**src/rtl/fis_ram.sv**
```systemverilog
// Generic single-port-write, single-port-read RAM with registered read.
// Used for the delay lines and the coefficient store. No dependencies.
module fis_ram #(
    parameter int WIDTH = 16,
    parameter int DEPTH = 64
) (
    input  logic                                       clk,
    input  logic                                       we,
    input  logic [((DEPTH > 1) ? $clog2(DEPTH) : 1)-1:0] waddr,
    input  logic [WIDTH-1:0]                           wdata,
    input  logic [((DEPTH > 1) ? $clog2(DEPTH) : 1)-1:0] raddr,
    output logic [WIDTH-1:0]                           rdata
);

    logic [WIDTH-1:0] mem [DEPTH];
    logic [WIDTH-1:0] rdata_reg;

    always_ff @(posedge clk)
    begin
        if (we)
            mem[waddr] <= wdata;
        rdata_reg <= mem[raddr];
    end

    assign rdata = rdata_reg;

endmodule

```
**config.mk**
```make
export PLATFORM = sky130hd
export DESIGN_NAME = fis_ram
export DESIGN_NICKNAME = d
export VERILOG_FILES = /design/src/rtl/fis_ram.sv
export SDC_FILE = /design/constraint.sdc
export NUM_CORES = 1
export LEC_CHECK = 0
export BUFFER_PORTS_ARGS = -buffer_cell sky130_fd_sc_hd__buf_4
export CAP_MARGIN = 20
export CELL_PAD_IN_SITES_DETAIL_PLACEMENT = 1
export CELL_PAD_IN_SITES_GLOBAL_PLACEMENT = 1
export CORE_UTILIZATION = 56
export CTS_CLUSTER_DIAMETER = 40
export CTS_CLUSTER_SIZE = 16
export DETAILED_ROUTE_END_ITERATION = 10
export GPL_TIMING_DRIVEN = 0
export PLACE_DENSITY_LB_ADDON = 0.1
export SETUP_SLACK_MARGIN = 0.15
export SYNTH_ARGS = -nofsm -noshare
export SYNTH_HDL_FRONTEND = slang
export SYNTH_SLANG_ARGS = --single-unit
```
**constraint.sdc**
```tcl
create_clock -name clk -period 3.4 [get_ports clk]
set_input_delay 0.68 -clock clk [delete_from_list [all_inputs] [get_ports clk]]
set_output_delay 0.68 -clock clk [all_outputs]
set_load 0.01 [all_outputs]
```
==> results of run 1 <==
per-layer routing:
layer | part of all wire (%) | global-route usage, %
met1 | 39 | 42.1
met2 | 49 | 50.2
met3 | 7.1 | 5.16
met4 | 4.5 | 14.7
met5 | 0.015 | 0
metrics by stage:
step / cell area [um^2] / power (mW) / std cells
floorplan: 40000 / 15.2 / 1829
global placement: 41500 / 15.9 / 2807
detailed placement: 42500 / 16.0 / 2863
CTS: 47200 / 30.4 / 3112
global route: 47200 / 30.9 / 3112
finish: 47200 / 30.3 / 3116
worst paths after layout:
check	slack, ns	depth (start not counted)	to
worst max-delay path	0.49	8	rdata[11]
worst max register to register	0.95	5	rdata[9]
worst min-delay path	0.54	1	mem[28][2]
worst min register to register	0.91	4	rdata[12]
cells by family (layout without fill, tap and decap cells):
family          after synthesis  in the layout  share of synthesized area, %
simple gates                220            220                          2.65
flops                      1040           1040                          77.6
compound gates              129            129                          2.41
buf+inv                     104            447                          1.83
mux                         336            336                          15.5
other cells                   0              4                             0
power groups by stage:
stage	combinational, mW	clock, mW	sequential [mW]
4_1_cts	1.50	14.7	14.2
6_report	1.50	14.6	14.2
3_5_place_dp	1.48	0	14.5
2_1_floorplan	0.735	0	14.5
5_1_grt	1.55	15.2	14.2
3_3_place_gp	1.41	0	14.5
cell usage in the layout, fill, tap and decap left out, types with 6 or more instances in the layout:
cell type / instances
nand2_1: 59
a22oi_1: 39
buf_2: 36
mux2i_1: 85
buf_8: 49
inv_6: 23
a211o_1: 8
clkinv_4: 14
buf_4: 51
edfxtp_1: 1024
mux2_2: 27
nor2b_1: 30
a221oi_1: 16
a221o_1: 6
nand3_1: 24
a311oi_1: 8
nand4_1: 12
clkbuf_1: 34
dfxtp_1: 16
buf_6: 24
clkinv_1: 13
nor2_2: 64
nor2_1: 10
clkinvlp_4: 11
a22o_1: 6
mux4_2: 220
bufinv_16: 15
clkinv_2: 12
a31oi_1: 8
a21oi_1: 17
clkbuf_16: 142
a211oi_1: 8
area by class of cell:
type                       count  area (um^2)
timing repair buffer          94         1140
tap                          940         1180
clock buffer                 152         3590
antenna                        4         10.0
clock inverter                97         1070
sequential                  1040        31100
multi-input combinational    685         8400
fill                        5520        23200
buffer                       104          733
synth_stat cells, drive strengths merged:
library cell,n
edfxtp,1024
mux4,224
mux2i,85
buf,77
nor2,74
nand2,60
a22oi,39
nor2b,30
clkbuf,27
mux2,27
nand3,24
a21oi,17
a221oi,16
dfxtp,16
nand4,12
a211o,8
a211oi,8
a311oi,8
a31oi,8
o21ai,8
a221o,6
a22o,6
a41oi,5
and4,5
nand2b,3
nor4,3
and2,2
nand3b,2
nor3,2
nand4b,1
or3,1
or3b,1
==> impl_metrics.tcl, run 1 <==
set metrics [dict create \
    outcome "completed" \
    cts_tree "yes" \
    path_cells "buf_2, buf_4, buf_2, mux4_2, mux2i_1, a22oi_1, a31oi_1, a311oi_1" \
    cts_max_level 4 \
    syn_to_final_growth_pct 17.8 \
    cp_common_cell "buf_2" \
    combPwrFrac_pct 5.0 \
    cpPeakStageDelay_ns 0.66 \
    critPathKind "input port to flip-flop" \
    intPower_mw 23.6 \
    start_kind "input port" \
    powerDensity_mw_per_mm2 643 \
    crit_fanout 10 \
    cts_resized 0 \
    netlist-cell-type-count 43 \
    drt_wl_total_um 110000 \
    slew_headroom_pct 23.8 \
    cp.arrival_ns 3.47 \
    rows 97 \
    swShare_pct 22.2 \
    grt_pass1_wl_um 157000 \
    dp_hpwl_um 69000 \
    initial_core_util_pct 56.9 \
    setup_slack_ns 0.489 \
    ios 46 \
    ctsLongestPathBuffers 3 \
    grt_overflow 0 \
    path_buf_inv 3 \
    numCtsBuffers 136 \
    synth.top_cells.by_area "edfxtp_1 (77%), mux4_2 (12%), mux2i_1 (2.1%)" \
    grt_pass1_vias 21400 \
    drv_cap 0 \
    globalplace.congestion 0.861 \
    synth_cells 1829 \
    rsz0062_at_grt "no" \
    finalHoldViolations 0 \
    ys_ff_latch 1040 \
    cts_root_buffer "clkbuf_16" \
    die_h_um 269 \
    worst_ir_drop_vdd_v 0.000533 \
    core_mm2 0.0704 \
    yosys.area.top_type "edfxtp_1" \
    p_sw_mw 6.72 \
    pre_cts_slack_ns -0.163 \
    cts_setup_buffers 0 \
    portBuffers 38 \
    ant_nets 0 \
    clk_pin_slew_ns 0.06 \
    holdWs_ns 0.540 \
    setup_tns_ns 0 \
    syn_nets 1859 \
    crit_start "raddr[2]" \
    skew_ns 0.0193 \
    maxClockFrequency_mhz 344 \
    yosysTopAreaCellShare_pct 76.8 \
    fin_util_pct 67.0 \
    fp.dieW_um 269 \
    power_frac_clock_pct 48.1 \
    grt_antenna_before_repair 8 \
    drt-initial-drc-count 2256 \
    cts_hold_buf 0 \
    yosysWarnings 0 \
    crit_family "compound AO/OA/AOI/OAI gates" \
    syn_avg_cell_area_um2 21.9 \
    leakagePower_nw 15.2 \
    design.die.area_mm2 0.0726 \
    avgRoutedWirePerCell_um 35.3 \
    clkLatencyLatePin_ns 0.71 \
    viasPerCell 6.51 \
    slew_viol_final 0 \
    grt_use_total_pct 31.1 \
    required_ns 3.96 \
    grt_max_degree 65 \
    min_period_ns 2.91 \
    crit_path_end_kind "flip-flop" \
    drcViolationCount 0 \
    hold_class "input port to flip-flop" \
    vias 20300 \
    seq_area_frac_synth_pct 77.6 \
    num-nets-final 2091 \
    worst_pin_slew_ns 1.14 \
    seqPwrFrac_pct 46.9 \
    cts.sinks 1040 \
    first_pass_iters 5 \
    hold_path.startpoint "wdata[2]" \
    r2r_start "mem[23][9]" \
    cp_slowest_cell "a31oi_1" \
    drive_gt1_share_pct 32.9 \
    setup_viol 0 \
    syn_area_mm2 0.0400 \
    final.period_utilization_pct 85.6 \
    largest_reg_flops 1024 \
]
(Power assumes the default switching activity.)
==> run 2, diff against run 1 <==
- CAP_MARGIN: 20 -> unset
- PLACE_DENSITY: unset -> 0.77
- PLACE_DENSITY_LB_ADDON: 0.1 -> unset
==> run 2 against run 1 <==
Effect of this change:
- clock-buffer cell count is 2 higher
- via count is 2.0% higher
- core utilization is 0.56 points lower
- global-route usage is 0.33 points higher
- first-iteration DRC count is 13% higher
- critical path depth stayed put
- clock skew is 0.0060 ns higher
- fmax is 5.9% lower
- final cell count is 0.55% lower
- non-clock buffer count is 10 lower
- cell area is 0.84% lower
- highest routed layer unchanged
==> impl_metrics.tcl, run 2 (synthesis gave the netlist of run 1 again) <==
set metrics [dict create \
    outcome "completed" \
    cts_setup_buffers 0 \
    cts.sinks 1040 \
    cp.arrival_ns 3.66 \
    skew_ns 0.0253 \
    ios 46 \
    setup_viol 0 \
    layout_commonest_cell "edfxtp_1" \
    grt_max_degree 65 \
    required_ns 3.97 \
    cts_resized 0 \
    use_met2_pct 50.8 \
    cts_tree "yes" \
    vias 20700 \
    ant_nets 0 \
    worst_ir_drop_vdd_v 0.000470 \
    critPathKind "input port to flip-flop" \
    grt_overflow 0 \
    drcViolationCount 0 \
    r2r_start "mem[21][11]" \
    r2r_setup_slack_ns 0.76 \
    drt_wl_total_um 112000 \
    final.period_utilization_pct 91.0 \
    rows 97 \
    cts_root_buffer "clkbuf_16" \
    syn_to_final_growth_pct 16.9 \
    numCtsBuffers 133 \
    min_period_ns 3.09 \
    portBuffers 38 \
    viasPerCell 6.68 \
    hold_path_end "mem[52][7]" \
    met1_usage_pct 41.1 \
    hold_class "input port to flip-flop" \
    hold_path.startpoint "wdata[7]" \
    first_pass_iters 5 \
    die_h_um 269 \
    worst_pin_slew_ns 1.10 \
    avgRoutedWirePerCell_um 36.2 \
    slew_viol_final 0 \
    maxClockFrequency_mhz 323 \
    rsz0062_at_grt "no" \
    drt-initial-drc-count 2558 \
    met3_usage_pct 6.35 \
    fp.dieW_um 269 \
    final_cells 3099 \
    cts_max_level 4 \
    rr_endpoint "rdata[11]" \
    crit_path_end_kind "flip-flop" \
    placed_cells 2853 \
    num-nets-final 2078 \
    grt_pass1_wl_um 159000 \
    grt_busiest_layer "met2" \
    crit_fanout 10 \
    holdPathStages 1 \
    reg2reg_depth 5 \
    clk_pin_slew_ns 0.06 \
    globalplace.congestion 0.872 \
    cts_hold_buf 0 \
    final_cell_mix "edfxtp_1 (1024), mux4_2 (220), clkbuf_16 (138)" \
    dp_hpwl_um 68900 \
    ctsLongestPathBuffers 3 \
    grt_pass1_vias 21800 \
    largest_reg_flops 1024 \
    drive_gt1_share_pct 32.0 \
    powerDensity_mw_per_mm2 636 \
    finalHoldViolations 0 \
    start_kind "input port" \
    setup_tns_ns 0 \
    design.die.area_mm2 0.0726 \
    drv_cap 0 \
    slew_headroom_pct 26.7 \
    grt_antenna_before_repair 12 \
    fin_util_pct 66.5 \
    grt_use_total_pct 31.5 \
    clkLatencyLatePin_ns 0.73 \
    core_mm2 0.0704 \
    initial_core_util_pct 56.9 \
    leakagePower_nw 15.0 \
]
[run 2: worst max path at each step]
stage | from | end | slack (ns) | cells past startpoint
after floorplan | waddr[3] | mem[48][0] | 0.69 | 4
after global placement | waddr[5] | mem[48][11] | -0.61 | 3
after detailed placement | raddr[2] | rdata[11] | -0.14 | 8
after CTS | raddr[2] | rdata[3] | 0.59 | 8
after global routing | raddr[2] | rdata[11] | 0.41 | 8
final | raddr[2] | rdata[11] | 0.31 | 8
[run 2: area by class of cell]
type	instances	area, um^2
diodes	4	10.0
fillers	5564	23600
clock buffers	154	3510
clock inverters	88	927
well taps	940	1180
flip-flops and latches	1040	31100
plain buffers	104	733
multi-input cells	685	8400
repair buffers	84	966
[run 2: critical path, cell delays in order]
cell	delay [ns]
buf_2	0.22
buf_4	0.24
buf_2	0.48
mux4_2	0.40
mux2i_1	0.56
a22oi_1	0.19
a31oi_1	0.70
a311oi_1	0.15
[run 2: through the flow]
| step | setup slack, ns | area [um^2] | hold WS (ns) | power [mW] |
|---|---|---|---|---|
| 3_5_place_dp | -0.141 | 42300 | 0.889 | 16.0 |
| 3_3_place_gp | -0.611 | 41500 | 0.878 | 15.9 |
| 4_1_cts | 0.592 | 46800 | 0.519 | 29.8 |
| 2_1_floorplan | 0.685 | 40000 | 0.750 | 15.2 |
| 5_1_grt | 0.413 | 46800 | 0.551 | 30.3 |
| 6_report | 0.307 | 46800 | 0.552 | 29.8 |
[run 2: report_power, final]
| group | internal (mW) | switching, mW |
|---|---|---|
| combinational | 0.512 | 0.990 |
| sequential | 14.2 | 0.0365 |
| clock | 8.38 | 5.64 |
| total | 23.1 | 6.66 |
[run 2: layer usage]
metal  share of wire, %  routed length, um
met1                 37              41200
met5              0.029                 32
met2                 49              55100
met4                5.2               5820
met3                8.8               9910
